--- src/hdl/mbrptc_pkg.sv ---
// Shared types and constants for the partition table checker.
// Used by every module of the block; depends on nothing.
`default_nettype none

package mbrptc_pkg;

   localparam int TABLE_OFFSET        = 446;
   localparam int ENTRY_SIZE          = 16;
   localparam int DEFAULT_ENTRY_COUNT = 4;
   localparam int DEFAULT_QUEUE_DEPTH = 2;
   localparam int RSP_DATA_WIDTH      = 72;

   localparam logic [8:0] POS_FIRST    = 9'd0;
   localparam logic [8:0] SIG_LOW_POS  = 9'd510;
   localparam logic [8:0] SIG_HIGH_POS = 9'd511;
   localparam logic [7:0] SIG_LOW_BYTE  = 8'h55;
   localparam logic [7:0] SIG_HIGH_BYTE = 8'hAA;

   localparam int ACTIVE_BIT = 7;

   localparam logic [10:0] CYLINDER_COUNT_RESET    = 11'd1024;
   localparam logic [8:0]  HEAD_COUNT_RESET        = 9'd255;
   localparam logic [5:0]  SECTORS_PER_TRACK_RESET = 6'd63;

   localparam logic [1:0] REG_CYLINDER_COUNT    = 2'd0;
   localparam logic [1:0] REG_HEAD_COUNT        = 2'd1;
   localparam logic [1:0] REG_SECTORS_PER_TRACK = 2'd2;

   typedef enum logic [1:0] {
      CMD_CLEAR  = 2'd0,
      CMD_ENTRY  = 2'd1,
      CMD_FINISH = 2'd2
   } cmd_kind_type;

   typedef struct packed {
      cmd_kind_type      kind;
      logic [1:0]        index;
      logic              sig_valid;
      logic [15:0][7:0]  bytes;
   } cmd_type;

   typedef struct packed {
      logic [10:0] cylinder_count;
      logic [8:0]  head_count;
      logic [5:0]  sectors_per_track;
   } geom_type;

endpackage

`default_nettype wire

--- src/hdl/mbrptc_front.sv ---
// Front end: tracks the byte offset, captures entry bytes and the signature,
// and queues clear, entry and finish commands. Depends on mbrptc_pkg.
`default_nettype none

module mbrptc_front #(
   parameter int ENTRY_COUNT = mbrptc_pkg::DEFAULT_ENTRY_COUNT
) (
   input  wire logic              clock,
   input  wire logic              reset,
   input  wire logic              req_tvalid,
   output logic                   req_tready,
   input  wire logic [7:0]        req_tdata,   // [7:0] sector_byte
   input  wire logic              req_tuser,   // [0] first_of_sector
   output logic                   push_valid,
   output mbrptc_pkg::cmd_type    push_data,
   input  wire logic              queue_full
);

   localparam int TABLE_END = mbrptc_pkg::TABLE_OFFSET + mbrptc_pkg::ENTRY_SIZE * ENTRY_COUNT;
   localparam int LAST_OFF  = mbrptc_pkg::ENTRY_SIZE - 1;

   logic [8:0] pos_ff, pos_in;
   logic       sig_low_ff, sig_low_in;
   logic [7:0] entry_ff [LAST_OFF];

   logic       accept;
   logic [8:0] pos;
   logic [8:0] rel;
   logic [3:0] off;
   logic       in_table;
   logic       entry_end;

   always_comb begin
      req_tready = !queue_full;
      accept     = req_tvalid && req_tready;
      pos        = req_tuser ? mbrptc_pkg::POS_FIRST : pos_ff;
      rel        = pos - 9'(mbrptc_pkg::TABLE_OFFSET);
      off        = rel[3:0];
      in_table   = ({1'b0, pos} >= 10'(mbrptc_pkg::TABLE_OFFSET)) &&
                   ({1'b0, pos} < 10'(TABLE_END));
      entry_end  = in_table && (off == 4'(LAST_OFF));

      pos_in     = pos_ff;
      sig_low_in = sig_low_ff;
      if (accept) begin
         pos_in = pos + 9'd1;
         if (pos == mbrptc_pkg::POS_FIRST) begin
            sig_low_in = 1'b0;
         end else if (pos == mbrptc_pkg::SIG_LOW_POS) begin
            sig_low_in = (req_tdata == mbrptc_pkg::SIG_LOW_BYTE);
         end
      end

      push_valid = accept && ((pos == mbrptc_pkg::POS_FIRST) || entry_end ||
                              (pos == mbrptc_pkg::SIG_HIGH_POS));
      push_data.index     = rel[5:4];
      push_data.sig_valid = sig_low_ff && (req_tdata == mbrptc_pkg::SIG_HIGH_BYTE);
      for (int k = 0; k < LAST_OFF; k++) begin
         push_data.bytes[k] = entry_ff[k];
      end
      push_data.bytes[LAST_OFF] = req_tdata;
      if (pos == mbrptc_pkg::POS_FIRST) begin
         push_data.kind = mbrptc_pkg::CMD_CLEAR;
      end else if (entry_end) begin
         push_data.kind = mbrptc_pkg::CMD_ENTRY;
      end else begin
         push_data.kind = mbrptc_pkg::CMD_FINISH;
      end
   end

   always_ff @(posedge clock) begin
      if (reset) begin
         pos_ff     <= mbrptc_pkg::POS_FIRST;
         sig_low_ff <= 1'b0;
      end else begin
         pos_ff     <= pos_in;
         sig_low_ff <= sig_low_in;
      end
   end

   always_ff @(posedge clock) begin
      if (accept && in_table && !entry_end) begin
         entry_ff[off] <= req_tdata;
      end
   end

endmodule

`default_nettype wire

--- src/hdl/mbrptc_queue.sv ---
// Short command queue between the front end and the checking back end.
// Depends on mbrptc_pkg for the command type.
`default_nettype none

module mbrptc_queue #(
   parameter int DEPTH = mbrptc_pkg::DEFAULT_QUEUE_DEPTH
) (
   input  wire logic                 clock,
   input  wire logic                 reset,
   input  wire logic                 push_valid,
   input  wire mbrptc_pkg::cmd_type  push_data,
   output logic                      full,
   input  wire logic                 pop,
   output mbrptc_pkg::cmd_type       pop_data,
   output logic                      empty
);

   localparam int PW = (DEPTH > 1) ? $clog2(DEPTH) : 1;
   localparam int CW = $clog2(DEPTH + 1);

   mbrptc_pkg::cmd_type slot_ff [DEPTH];
   logic [PW-1:0] wr_ptr_ff, wr_ptr_in;
   logic [PW-1:0] rd_ptr_ff, rd_ptr_in;
   logic [CW-1:0] count_ff, count_in;
   logic          do_push, do_pop;

   always_comb begin
      full     = (count_ff == CW'(DEPTH));
      empty    = (count_ff == '0);
      do_push  = push_valid && !full;
      do_pop   = pop && !empty;
      pop_data = slot_ff[rd_ptr_ff];

      wr_ptr_in = wr_ptr_ff;
      rd_ptr_in = rd_ptr_ff;
      count_in  = count_ff;
      if (do_push) begin
         wr_ptr_in = (wr_ptr_ff == PW'(DEPTH - 1)) ? '0 : wr_ptr_ff + PW'(1);
      end
      if (do_pop) begin
         rd_ptr_in = (rd_ptr_ff == PW'(DEPTH - 1)) ? '0 : rd_ptr_ff + PW'(1);
      end
      if (do_push && !do_pop) begin
         count_in = count_ff + CW'(1);
      end else if (do_pop && !do_push) begin
         count_in = count_ff - CW'(1);
      end
   end

   always_ff @(posedge clock) begin
      if (reset) begin
         wr_ptr_ff <= '0;
         rd_ptr_ff <= '0;
         count_ff  <= '0;
      end else begin
         wr_ptr_ff <= wr_ptr_in;
         rd_ptr_ff <= rd_ptr_in;
         count_ff  <= count_in;
      end
   end

   always_ff @(posedge clock) begin
      if (do_push) begin
         slot_ff[wr_ptr_ff] <= push_data;
      end
   end

endmodule

`default_nettype wire

--- src/hdl/mbrptc_back.sv ---
// Back end: checks each queued entry against the geometry through ST_MUL_A, ST_MUL_B and ST_CHECK,
// keeps per-entry results and emits one result word per entry. Depends on mbrptc_pkg.
`default_nettype none

module mbrptc_back #(
   parameter int ENTRY_COUNT = mbrptc_pkg::DEFAULT_ENTRY_COUNT
) (
   input  wire logic                 clock,
   input  wire logic                 reset,
   input  wire mbrptc_pkg::geom_type geom,
   input  wire logic                 queue_empty,
   input  wire mbrptc_pkg::cmd_type  queue_data,
   output logic                      queue_pop,
   output logic                      rsp_tvalid,
   input  wire logic                 rsp_tready,
   output logic [mbrptc_pkg::RSP_DATA_WIDTH-1:0] rsp_tdata,
   // [0] table_valid, [1] entry_accepted, [33:2] start_sector,
   // [65:34] block_total, [66] several_active, [71:67] zero
   output logic [1:0]                rsp_tuser,   // [1:0] entry_index
   output logic                      rsp_tlast
);

   localparam int IW = (ENTRY_COUNT > 1) ? $clog2(ENTRY_COUNT) : 1;

   typedef enum logic [4:0] {
      ST_IDLE  = 5'b00001,
      ST_MUL_A = 5'b00010,
      ST_MUL_B = 5'b00100,
      ST_CHECK = 5'b01000,
      ST_EMIT  = 5'b10000
   } state_type;

   state_type   state_ff, state_in;
   logic        ok_ff    [ENTRY_COUNT];
   logic        ok_in    [ENTRY_COUNT];
   logic [31:0] start_ff [ENTRY_COUNT];
   logic [31:0] start_in [ENTRY_COUNT];
   logic [31:0] len_ff   [ENTRY_COUNT];
   logic [31:0] len_in   [ENTRY_COUNT];
   logic [2:0]  active_ff, active_in;
   logic        valid_ff, valid_in;
   logic [1:0]  emit_ff, emit_in;
   logic        out_valid_ff, out_valid_in;
   logic [mbrptc_pkg::RSP_DATA_WIDTH-1:0] out_data_ff, out_data_in;
   logic [1:0]  out_index_ff, out_index_in;
   logic        out_last_ff, out_last_in;

   mbrptc_pkg::cmd_type cur_ff;
   logic [19:0] ps_s_ff, ps_e_ff;
   logic [31:0] lba_s_ff, lba_e_ff;

   logic [9:0]  sc, ec;
   logic [7:0]  sh, eh;
   logic [5:0]  ss, es;
   logic [31:0] rel, tot;
   logic [25:0] prod_s, prod_e;
   logic        bounds_ok, entry_ok;
   logic        out_free, acc, many;
   logic [IW-1:0] cur_idx, emit_idx;

   always_comb begin
      sc  = {cur_ff.bytes[2][7:6], cur_ff.bytes[3]};
      sh  = cur_ff.bytes[1];
      ss  = cur_ff.bytes[2][5:0];
      ec  = {cur_ff.bytes[6][7:6], cur_ff.bytes[7]};
      eh  = cur_ff.bytes[5];
      es  = cur_ff.bytes[6][5:0];
      rel = {cur_ff.bytes[11], cur_ff.bytes[10], cur_ff.bytes[9], cur_ff.bytes[8]};
      tot = {cur_ff.bytes[15], cur_ff.bytes[14], cur_ff.bytes[13], cur_ff.bytes[12]};
      prod_s = 26'(ps_s_ff) * 26'(geom.sectors_per_track);
      prod_e = 26'(ps_e_ff) * 26'(geom.sectors_per_track);
      bounds_ok = ({1'b0, sc} < geom.cylinder_count) && ({1'b0, ec} < geom.cylinder_count) &&
                  ({1'b0, sh} < geom.head_count) && ({1'b0, eh} < geom.head_count) &&
                  (ss <= geom.sectors_per_track) && (es <= geom.sectors_per_track);
      entry_ok = bounds_ok && (rel == lba_s_ff) && (tot == lba_e_ff - rel + 32'd1);
      cur_idx  = cur_ff.index[IW-1:0];
      emit_idx = emit_ff[IW-1:0];

      out_free = !out_valid_ff || rsp_tready;
      acc      = valid_ff && ok_ff[emit_idx];
      many     = valid_ff && (active_ff > 3'd1);

      state_in     = state_ff;
      ok_in        = ok_ff;
      start_in     = start_ff;
      len_in       = len_ff;
      active_in    = active_ff;
      valid_in     = valid_ff;
      emit_in      = emit_ff;
      out_valid_in = out_valid_ff && !rsp_tready;
      out_data_in  = out_data_ff;
      out_index_in = out_index_ff;
      out_last_in  = out_last_ff;
      queue_pop    = 1'b0;

      unique case (state_ff)
         ST_IDLE: begin
            if (!queue_empty) begin
               queue_pop = 1'b1;
               unique case (queue_data.kind)
                  mbrptc_pkg::CMD_CLEAR: begin
                     for (int k = 0; k < ENTRY_COUNT; k++) begin
                        ok_in[k]    = 1'b0;
                        start_in[k] = '0;
                        len_in[k]   = '0;
                     end
                     active_in = '0;
                  end
                  mbrptc_pkg::CMD_ENTRY: begin
                     state_in = ST_MUL_A;
                  end
                  mbrptc_pkg::CMD_FINISH: begin
                     valid_in = queue_data.sig_valid;
                     emit_in  = '0;
                     state_in = ST_EMIT;
                  end
                  default: begin
                     state_in = ST_IDLE;
                  end
               endcase
            end
         end
         ST_MUL_A: begin
            state_in = ST_MUL_B;
         end
         ST_MUL_B: begin
            state_in = ST_CHECK;
         end
         ST_CHECK: begin
            if (cur_ff.bytes[0][mbrptc_pkg::ACTIVE_BIT]) begin
               active_in = active_ff + 3'd1;
            end
            ok_in[cur_idx]    = entry_ok;
            start_in[cur_idx] = entry_ok ? rel : '0;
            len_in[cur_idx]   = entry_ok ? tot : '0;
            state_in          = ST_IDLE;
         end
         ST_EMIT: begin
            if (out_free) begin
               out_valid_in = 1'b1;
               out_index_in = emit_ff;
               out_last_in  = (emit_ff == 2'(ENTRY_COUNT - 1));
               out_data_in  = {5'd0, many,
                               acc ? len_ff[emit_idx] : 32'd0,
                               acc ? start_ff[emit_idx] : 32'd0,
                               acc, valid_ff};
               if (emit_ff == 2'(ENTRY_COUNT - 1)) begin
                  state_in = ST_IDLE;
               end else begin
                  emit_in = emit_ff + 2'd1;
               end
            end
         end
         default: begin
            state_in = ST_IDLE;
         end
      endcase

      rsp_tvalid = out_valid_ff;
      rsp_tdata  = out_data_ff;
      rsp_tuser  = out_index_ff;
      rsp_tlast  = out_last_ff;
   end

   always_ff @(posedge clock) begin
      if (reset) begin
         state_ff     <= ST_IDLE;
         active_ff    <= '0;
         valid_ff     <= 1'b0;
         emit_ff      <= '0;
         out_valid_ff <= 1'b0;
         for (int k = 0; k < ENTRY_COUNT; k++) begin
            ok_ff[k]    <= 1'b0;
            start_ff[k] <= '0;
            len_ff[k]   <= '0;
         end
      end else begin
         state_ff     <= state_in;
         active_ff    <= active_in;
         valid_ff     <= valid_in;
         emit_ff      <= emit_in;
         out_valid_ff <= out_valid_in;
         ok_ff        <= ok_in;
         start_ff     <= start_in;
         len_ff       <= len_in;
      end
   end

   always_ff @(posedge clock) begin
      out_data_ff  <= out_data_in;
      out_index_ff <= out_index_in;
      out_last_ff  <= out_last_in;
      if (queue_pop) begin
         cur_ff <= queue_data;
      end
      if (state_ff == ST_MUL_A) begin
         ps_s_ff <= 20'(sc) * 20'(geom.head_count) + 20'(sh);
         ps_e_ff <= 20'(ec) * 20'(geom.head_count) + 20'(eh);
      end
      if (state_ff == ST_MUL_B) begin
         lba_s_ff <= 32'(prod_s) + 32'(ss) - 32'd1;
         lba_e_ff <= 32'(prod_e) + 32'(es) - 32'd1;
      end
   end

   a_pop_only_idle: assert property (@(posedge clock) disable iff (reset)
      queue_pop |-> (state_ff == ST_IDLE))
      else $error("queue popped while busy");

   a_last_on_final: assert property (@(posedge clock) disable iff (reset)
      (out_valid_ff && out_last_ff) |-> (out_index_ff == 2'(ENTRY_COUNT - 1)))
      else $error("last result flag on wrong entry");

   a_accept_needs_sig: assert property (@(posedge clock) disable iff (reset)
      out_valid_ff |-> (!out_data_ff[1] || out_data_ff[0]))
      else $error("entry accepted without signature");

   a_active_bound: assert property (@(posedge clock) disable iff (reset)
      1'b1 |-> (active_ff <= 3'(ENTRY_COUNT)))
      else $error("active count beyond entry count");

endmodule

`default_nettype wire

--- src/hdl/mbr_partition_table_checker_unit.sv ---
// Top level of the partition table checker: geometry registers on the CSR port,
// front end, command queue and back end. Depends on mbrptc_pkg, mbrptc_front,
// mbrptc_queue and mbrptc_back.
//
// Feed the 512 bytes of a boot sector on the req stream, one byte per word;
// req_tuser high marks offset zero, and the offset also wraps after byte 511.
// After byte 511 the rsp stream carries four words, one per table entry, with
// rsp_tlast on the fourth. The first result word is registered once the finish
// command leaves the queue, later when the last entry check is still running,
// and the rest follow one per cycle while rsp_tready is high.
// Bytes are taken one per cycle. Every sixteenth table byte hands an entry to the
// back end, whose shared multiply and compare path runs through ST_MUL_A,
// ST_MUL_B and ST_CHECK; a two-deep command queue absorbs that, so req_tready
// drops only when the queue fills, e.g. while the receiver holds rsp_tready low
// during the four results. Reset clears the offset, the entry results and the
// stream state and sets the geometry to 1024 cylinders, 255 heads and 63 sectors
// per track. Write the geometry registers only while no sector is in flight.
`default_nettype none

module mbr_partition_table_checker_unit #(
   parameter int ENTRY_COUNT = mbrptc_pkg::DEFAULT_ENTRY_COUNT,
   parameter int QUEUE_DEPTH = mbrptc_pkg::DEFAULT_QUEUE_DEPTH
) (
   input  wire logic        clock,
   input  wire logic        reset,
   input  wire logic        req_tvalid,
   output logic             req_tready,
   input  wire logic [7:0]  req_tdata,   // [7:0] sector_byte
   input  wire logic        req_tuser,   // [0] first_of_sector
   output logic             rsp_tvalid,
   input  wire logic        rsp_tready,
   output logic [mbrptc_pkg::RSP_DATA_WIDTH-1:0] rsp_tdata,
   // [0] table_valid, [1] entry_accepted, [33:2] start_sector,
   // [65:34] block_total, [66] several_active, [71:67] zero
   output logic [1:0]       rsp_tuser,   // [1:0] entry_index
   output logic             rsp_tlast,
   input  wire logic        csr_psel,
   input  wire logic        csr_penable,
   input  wire logic        csr_pwrite,
   input  wire logic [3:0]  csr_paddr,
   input  wire logic [31:0] csr_pwdata,
   output logic [31:0]      csr_prdata,
   output logic             csr_pready
);

   mbrptc_pkg::geom_type geom_ff, geom_in;
   mbrptc_pkg::cmd_type  push_data, pop_data;
   logic push_valid, queue_full, queue_pop, queue_empty;
   logic csr_write;

   always_comb begin
      csr_pready = 1'b1;
      csr_write  = csr_psel && csr_penable && csr_pwrite && csr_pready;
      geom_in    = geom_ff;
      if (csr_write) begin
         unique case (csr_paddr[3:2])
            mbrptc_pkg::REG_CYLINDER_COUNT:    geom_in.cylinder_count    = csr_pwdata[10:0];
            mbrptc_pkg::REG_HEAD_COUNT:        geom_in.head_count        = csr_pwdata[8:0];
            mbrptc_pkg::REG_SECTORS_PER_TRACK: geom_in.sectors_per_track = csr_pwdata[5:0];
            default: begin
               geom_in = geom_ff;
            end
         endcase
      end
      unique case (csr_paddr[3:2])
         mbrptc_pkg::REG_CYLINDER_COUNT:    csr_prdata = {21'd0, geom_ff.cylinder_count};
         mbrptc_pkg::REG_HEAD_COUNT:        csr_prdata = {23'd0, geom_ff.head_count};
         mbrptc_pkg::REG_SECTORS_PER_TRACK: csr_prdata = {26'd0, geom_ff.sectors_per_track};
         default:                           csr_prdata = '0;
      endcase
   end

   always_ff @(posedge clock) begin
      if (reset) begin
         geom_ff.cylinder_count    <= mbrptc_pkg::CYLINDER_COUNT_RESET;
         geom_ff.head_count        <= mbrptc_pkg::HEAD_COUNT_RESET;
         geom_ff.sectors_per_track <= mbrptc_pkg::SECTORS_PER_TRACK_RESET;
      end else begin
         geom_ff <= geom_in;
      end
   end

   mbrptc_front #(
      .ENTRY_COUNT (ENTRY_COUNT)
   ) u_front (
      .clock      (clock),
      .reset      (reset),
      .req_tvalid (req_tvalid),
      .req_tready (req_tready),
      .req_tdata  (req_tdata),
      .req_tuser  (req_tuser),
      .push_valid (push_valid),
      .push_data  (push_data),
      .queue_full (queue_full)
   );

   mbrptc_queue #(
      .DEPTH (QUEUE_DEPTH)
   ) u_queue (
      .clock      (clock),
      .reset      (reset),
      .push_valid (push_valid),
      .push_data  (push_data),
      .full       (queue_full),
      .pop        (queue_pop),
      .pop_data   (pop_data),
      .empty      (queue_empty)
   );

   mbrptc_back #(
      .ENTRY_COUNT (ENTRY_COUNT)
   ) u_back (
      .clock       (clock),
      .reset       (reset),
      .geom        (geom_ff),
      .queue_empty (queue_empty),
      .queue_data  (pop_data),
      .queue_pop   (queue_pop),
      .rsp_tvalid  (rsp_tvalid),
      .rsp_tready  (rsp_tready),
      .rsp_tdata   (rsp_tdata),
      .rsp_tuser   (rsp_tuser),
      .rsp_tlast   (rsp_tlast)
   );

endmodule

`default_nettype wire

--- config.mk ---
export PLATFORM = sky130hd
export DESIGN_NAME = mbr_partition_table_checker_unit
export DESIGN_NICKNAME = d
export VERILOG_FILES = /design/src/hdl/mbrptc_pkg.sv /design/src/hdl/mbrptc_front.sv /design/src/hdl/mbrptc_queue.sv /design/src/hdl/mbrptc_back.sv /design/src/hdl/mbr_partition_table_checker_unit.sv
export SDC_FILE = /design/constraint.sdc
export NUM_CORES = 2
export LEC_CHECK = 0
export ABC_AREA = 0
export BUFFER_PORTS_ARGS = -buffer_cell sky130_fd_sc_hd__buf_2
export CAP_MARGIN = 20
export CELL_PAD_IN_SITES_DETAIL_PLACEMENT = 2
export CELL_PAD_IN_SITES_GLOBAL_PLACEMENT = 2
export CORE_ASPECT_RATIO = 1.4
export CORE_UTILIZATION = 47
export DETAILED_ROUTE_END_ITERATION = 12
export GPL_ROUTABILITY_DRIVEN = 0
export PLACE_DENSITY = 0.93
export SYNTH_ARGS = -nofsm -noshare
export SYNTH_HDL_FRONTEND = slang
export SYNTH_HIERARCHICAL = 1
export SYNTH_SLANG_ARGS = --single-unit
export TNS_END_PERCENT = 50
--- constraint.sdc ---
create_clock -name clock -period 20.4 [get_ports clock]
set_input_delay 4.08 -clock clock [delete_from_list [all_inputs] [get_ports clock]]
set_output_delay 4.08 -clock clock [all_outputs]
set_load 0.01 [all_outputs]
== Yosys cells after proc, flatten, opt, wreduce, memory -nomap -nowiden ==
Memory sizes are Yosys's and may differ from the RTL's. A register that Yosys moved wholly into a read port is not among the register bits.
Index checks and enable logic that the tools add are counted.

* Register bits after elaboration: 608
* Latch bits: 0
* Memory bits (writable): 386
* Memory bits (read-only): 0
* Bits of input ports: 52
* Output and inout bits: 110
* Word-level logic and storage cells: 223
* Memories kept: 2

* Add/sub/neg operators: 16
* Multiply operators: 4
* Divide/modulo/power cells: 0
* Order comparisons: 12
* Eq/ne operators: 26
* Shift-type cells: 0
* Muxes and demuxes: 59
* Bitwise gates (word level): 3
* Reductions and logical operators: 52

{| class="wikitable"
|+ Memory list
! memory !! depth !! bits a word !! read ports !! clocked after Yosys merged registers in !! write ports !! RTL line !! source
|-
| u_queue.slot_ff || 2 || 133 || 1 || 1 || 1 || mbrptc_queue.sv:21 || <nowiki>mbrptc_pkg::cmd_type slot_ff [DEPTH];</nowiki>
|-
| u_front.entry_ff || 15 || 8 || 15 || 0 || 1 || mbrptc_front.sv:24 || <nowiki>logic [7:0] entry_ff [LAST_OFF];</nowiki>
|}

{| class="wikitable"
|+ Operators with widths
! kind !! number
|-
| 128-bit case mux with 2 select lines || 2
|-
| 128-bit bitwise mux || 2
|-
| 128-bit two-way mux || 2
|-
| 32-bit two-way mux || 7
|-
| 32-bit binary-select mux with 2-bit select || 2
|-
| 32-bit demux with 2-bit select || 1
|-
| 32-bit equality test || 2
|-
| 32-bit by 1-bit subtractor with 32-bit output, second input constant || 2
|-
| 26-bit by 6-bit adder with 27-bit output || 2
|-
| 20-bit by 6-bit multiplier with 26-bit output || 2
|-
| 19-bit by 8-bit adder with 20-bit output || 2
|-
| 10-bit by 9-bit multiplier with 19-bit output || 2
|-
| 11-bit case mux with 3 select lines || 1
|-
| 32-bit by 1-bit adder with 32-bit output, second input constant || 1
|-
| 32-bit subtractor || 1
|-
| 1-bit logical AND || 24
|-
| 10-bit by 11-bit < comparator with 1-bit output || 2
|-
| 5-bit case mux with 4 select lines || 1
|-
| 9-bit equality test, second input constant || 2
|-
| 8-bit by 9-bit < comparator with 1-bit output || 2
|-
| 1-bit two-way mux || 17
|-
| 2-bit two-way mux || 8
|-
| 5-bit two-way mux || 3
|-
| 5-bit case mux with 3 select lines || 1
|-
| 44 further kinds || 81
|}

== Longest topological paths before layout ==
* Depth in word-level cells: 12
* Gate-level depth with buffers: 21
* Mapped depth without buffers: 20

== Cells and area by module ==
Netlist, hierarchy kept.

{| class="wikitable"
|+ Modules (own cells, without submodules)
! module !! times used !! cells each !! area each (µm²) !! sequential area each (µm²)
|-
| mbrptc_back || 1 || 4,142 || 41,026.8 || 13,883.3
|-
| mbrptc_queue || 1 || 439 || 10,097.2 || 8,087.8
|-
| mbrptc_front || 1 || 270 || 4,758.3 || 3,803.6
|-
| mbr_partition_table_checker_unit || 1 || 162 || 1,441.4 || 520.5
|}

== Worst setup path after synthesis ==
Ideal clock, no wire load.

* Path kind: input to register
* From: input req_tuser
* To: memory u_queue/slot_ff[1][0] (netlist name), enable pin
* Setup time: 0.508 ns
* Data arrival time: 8.986 ns
* Path slack: 10.905 ns
* Cell stages on the path: 13
* Buffers on the path: 2
* Cells stage by stage: buf_2 buf_1 nor2b_1 ha_1 nand3_1 nor4_1 ha_1 inv_1 a21oi_1 a31o_2 inv_1 nor2_1 and2_1

* Word-level cells in the longest chain between the ends: 10

{| class="wikitable"
|+ RTL lines
! item !! RTL line !! source
|-
| start: declaration || mbr_partition_table_checker_unit.sv:29 || <nowiki>input wire logic req_tuser,</nowiki>
|-
| 9-bit two-way mux * || mbrptc_front.sv:36 || <nowiki>pos = req_tuser ? mbrptc_pkg::POS_FIRST : pos_ff;</nowiki>
|-
| 6-bit subtractor (tied with other cells) || mbrptc_front.sv:37 || <nowiki>rel = pos - 9'(mbrptc_pkg::TABLE_OFFSET);</nowiki>
|-
| 4-bit equality test / 1-bit logical AND (equally long branches) || mbrptc_front.sv:41, mbrptc_front.sv:39 ||
|-
| 1-bit logical AND || mbrptc_front.sv:41 || <nowiki>entry_end = in_table && (off == 4'(LAST_OFF));</nowiki>
|-
| 1-bit logical OR || mbrptc_front.sv:54 || <nowiki>push_valid = accept && ((pos == mbrptc_pkg::POS_FIRST) || entry_end ||</nowiki>
|-
| 1-bit logical OR * || mbrptc_front.sv:54 ||
|-
| 1-bit logical AND * || mbrptc_front.sv:54 ||
|-
| via push_valid || mbr_partition_table_checker_unit.sv:48 || <nowiki>logic push_valid, queue_full, queue_pop, queue_empty;</nowiki>
|-
| 1-bit logical AND * || mbrptc_queue.sv:30 || <nowiki>do_push = push_valid && !full;</nowiki>
|-
| via u_queue.do_push || mbrptc_queue.sv:25 || <nowiki>logic do_push, do_pop;</nowiki>
|-
| 1-bit two-way mux * || mbrptc_queue.sv:63 || <nowiki>if (do_push) begin</nowiki>
|-
| 1-bit two-way mux (implied by the code) * || mbrptc_queue.sv:64 || <nowiki>slot_ff[wr_ptr_ff] <= push_data;</nowiki>
|-
| end: declaration || mbrptc_queue.sv:21 ||
|}

The timed path passes the listed nets; every way through them passes the cells marked *.

== Worst setup path in the final report ==
* From: input csr_paddr[2]
* To: output csr_prdata[1]

* Word-level cells in the longest chain between the ends: 2

{| class="wikitable"
|+ RTL lines
! item !! RTL line !! source
|-
| start: declaration || mbr_partition_table_checker_unit.sv:40 || <nowiki>input wire logic [3:0] csr_paddr,</nowiki>
|-
| 2-bit equality test (tied with other cells) || mbr_partition_table_checker_unit.sv:65 || <nowiki>unique case (csr_paddr[3:2])</nowiki>
|-
| 11-bit case mux with 3 select lines * || mbr_partition_table_checker_unit.sv:65 ||
|-
| end: declaration || mbr_partition_table_checker_unit.sv:42 || <nowiki>output logic [31:0] csr_prdata,</nowiki>
|}

Mark *: on every way between the ends. The rest lies on a longest branch, timed or not.

==> flow_summary.ini <==
[route]
drcViolationCount = 0
first_pass_iters = 6
drt_iter0_markers = 4250
num_vias = 43700
drt_wl_total_mm = 260
vias_per_cell = 6.60
avgRoutedWirePerCell_um = 39.3
ant_nets = 0

[die]
die_w_um = 293
start_util_pct = 47.4
core_area_mm2 = 0.118
die_area_mm2 = 0.120
rows = 149
die_h_um = 410
ioPinCount = 162

[worst_setup_path]
start_kind = input pin
arrival_ns = 5.35
worst_path_most_repeated_cell = buf_2
rrSetupSlack_ns = 13.05
critPathLaunch = csr_paddr[2]
slowest_delay_ns = 0.52
required_ns = 16.32
r2r-end = u_back/lba_e_ff[27]
worstPathMaxFanout = 15
r2r_cells = 19
worstSetupPathType = input pin to output port
worst_path_max_delay_cell = nor2b_1
path_cells = buf_2, nor2b_1, nand2_1, o21ai_1, buf_2
end_kind = output port
r2r-start = geom_ff[2]

[yosys]
syn_avg_cell_area_um2 = 11.3
yosysWarnings = 6
synth_area_mm2 = 0.0558
netlist_instances = 4952

[global_route]
grtUsageMet3_pct = 14.9
grt_pass1_vias = 49800
met1_usage_pct = 41.8
busiest_layer = met2
met2_usage_pct = 72.7
grt_pass1_wl_mm = 372
antenna_found_initial = 35
grt_max_degree = 250
gr-usage-all-layers_pct = 43.7
overflow = 0

[finish]
nets = 5671
final_common_cell = edfxtp_1
area_delta_synth_final_pct = 8.81
regArea_mm2 = 0.0250
final_layout_size_suffix_gt1_share_pct = 14.6
num-fill-cells = 11500
mostFrequentLayoutCells = edfxtp_1, nand2_1, inv_1
multi_input_area_mm2 = 0.0276
instances_no_fill = 6620

[clocking]
cts_hold_buf = 0
clkSlewWorstSetupHoldPaths_ns = 0.06
cts_sinks = 935
root_buffer = clkbuf_16
postCtsSetupRepairBufs = 0
numCtsBuffers = 94
h-tree-depth = 3
cts_buffer_depth = 3
cts_tree = yes
cts_resized = 0
clock_latency_ns = 0.76

[placed_design]
port_buffers = 111
dpl.cell_count = 6431
dp_hpwl_mm = 157
pre_cts_ws_ns = 10.98

[sta]
fin_crit_ns = 9.43
rsz0062_at_grt = false
hold_viol_final = 0
relSlewSlack_pct = 17.9
fin_setup_tns_ns = 0
setup_viol = 0
tightestPinTransition_ns = 1.23
fin_crit_sh_pct = 46.2
fin_ws_ns = 10.97
clock_skew_ns = 0.0602
slew_violations = 0
max_freq_ghz = 0.106

[job]
drv_cap = 0

[min_path]
holdPathStages = 0
worstHoldStart = u_front/entry_ff[7][1]
hold_class = register to register
min_to = u_queue/slot_ff[1][57]

[status]
outcome = complete, no violations
[per-stage QoR]
stage	area [um^2]	hold WS, ns	utilization [%]
2_1_floorplan	55900	0.420	-
3_3_place_gp	57400	0.421	48.7
3_5_place_dp	57400	0.437	48.7
4_1_cts	60600	0.457	51.4
5_1_grt	60700	0.458	51.5
6_report	60700	0.455	51.5
[routing by layer]
layer,vias up,share of wire (%)
met5,-,0.11
met4,38,11
met3,1542,8.9
met2,3005,48
met1,22200,31
li1,16900,-
[worst max-delay path by stage]
| stage | endpoint | slack, ns | depth (start not counted) |
|---|---|---|---|
| after global routing | csr_prdata[1] | 10.88 | 5 |
| after floorplan | u_queue/slot_ff[1][100] | 11.26 | 13 |
| after global placement | csr_prdata[1] | 11.12 | 5 |
| after CTS | csr_prdata[1] | 11.01 | 5 |
| final | csr_prdata[1] | 10.97 | 5 |
| after detailed placement | csr_prdata[1] | 10.98 | 5 |
[flip-flops by register name (all words and copies together), names as in the netlist, 2 cells and up, named ones only]
name,flops
geom_ff,26
u_back/active_ff,3
u_back/cur_ff,97
u_back/cur_idx,2
u_back/eh,8
u_back/emit_ff,2
u_back/lba_e_ff,28
u_back/lba_s_ff,28
u_back/len_ff,128
u_back/ok_ff,4
u_back/ps_e_ff,20
u_back/ps_s_ff,20
u_back/rsp_tdata,67
u_back/rsp_tuser,2
u_back/sh,8
u_back/start_ff,128
u_back/state_ff,5
u_front/entry_ff,105
u_front/pos_ff,9
u_queue/count_ff,2
u_queue/slot_ff,236
[area by class of cell]
cell class	count	area share [%]
well taps	1585	3.27
repair buffers	157	1.58
clock buffers	136	4.54
multi-input cells	3236	45.5
flip-flops and latches	935	41.1
clock inverters	38	0.746
diodes	11	0.0453
inverters	522	3.23
[critical path, delay by kind of cell]
kind | cells | cell delay [ns]
compound gates | 1 | 0.14
buf+inv | 2 | 0.47
simple gates | 2 | 0.65
Power is not shown: default switching activity piles up to over one toggle a cycle in this logic, so the estimate is an artifact.
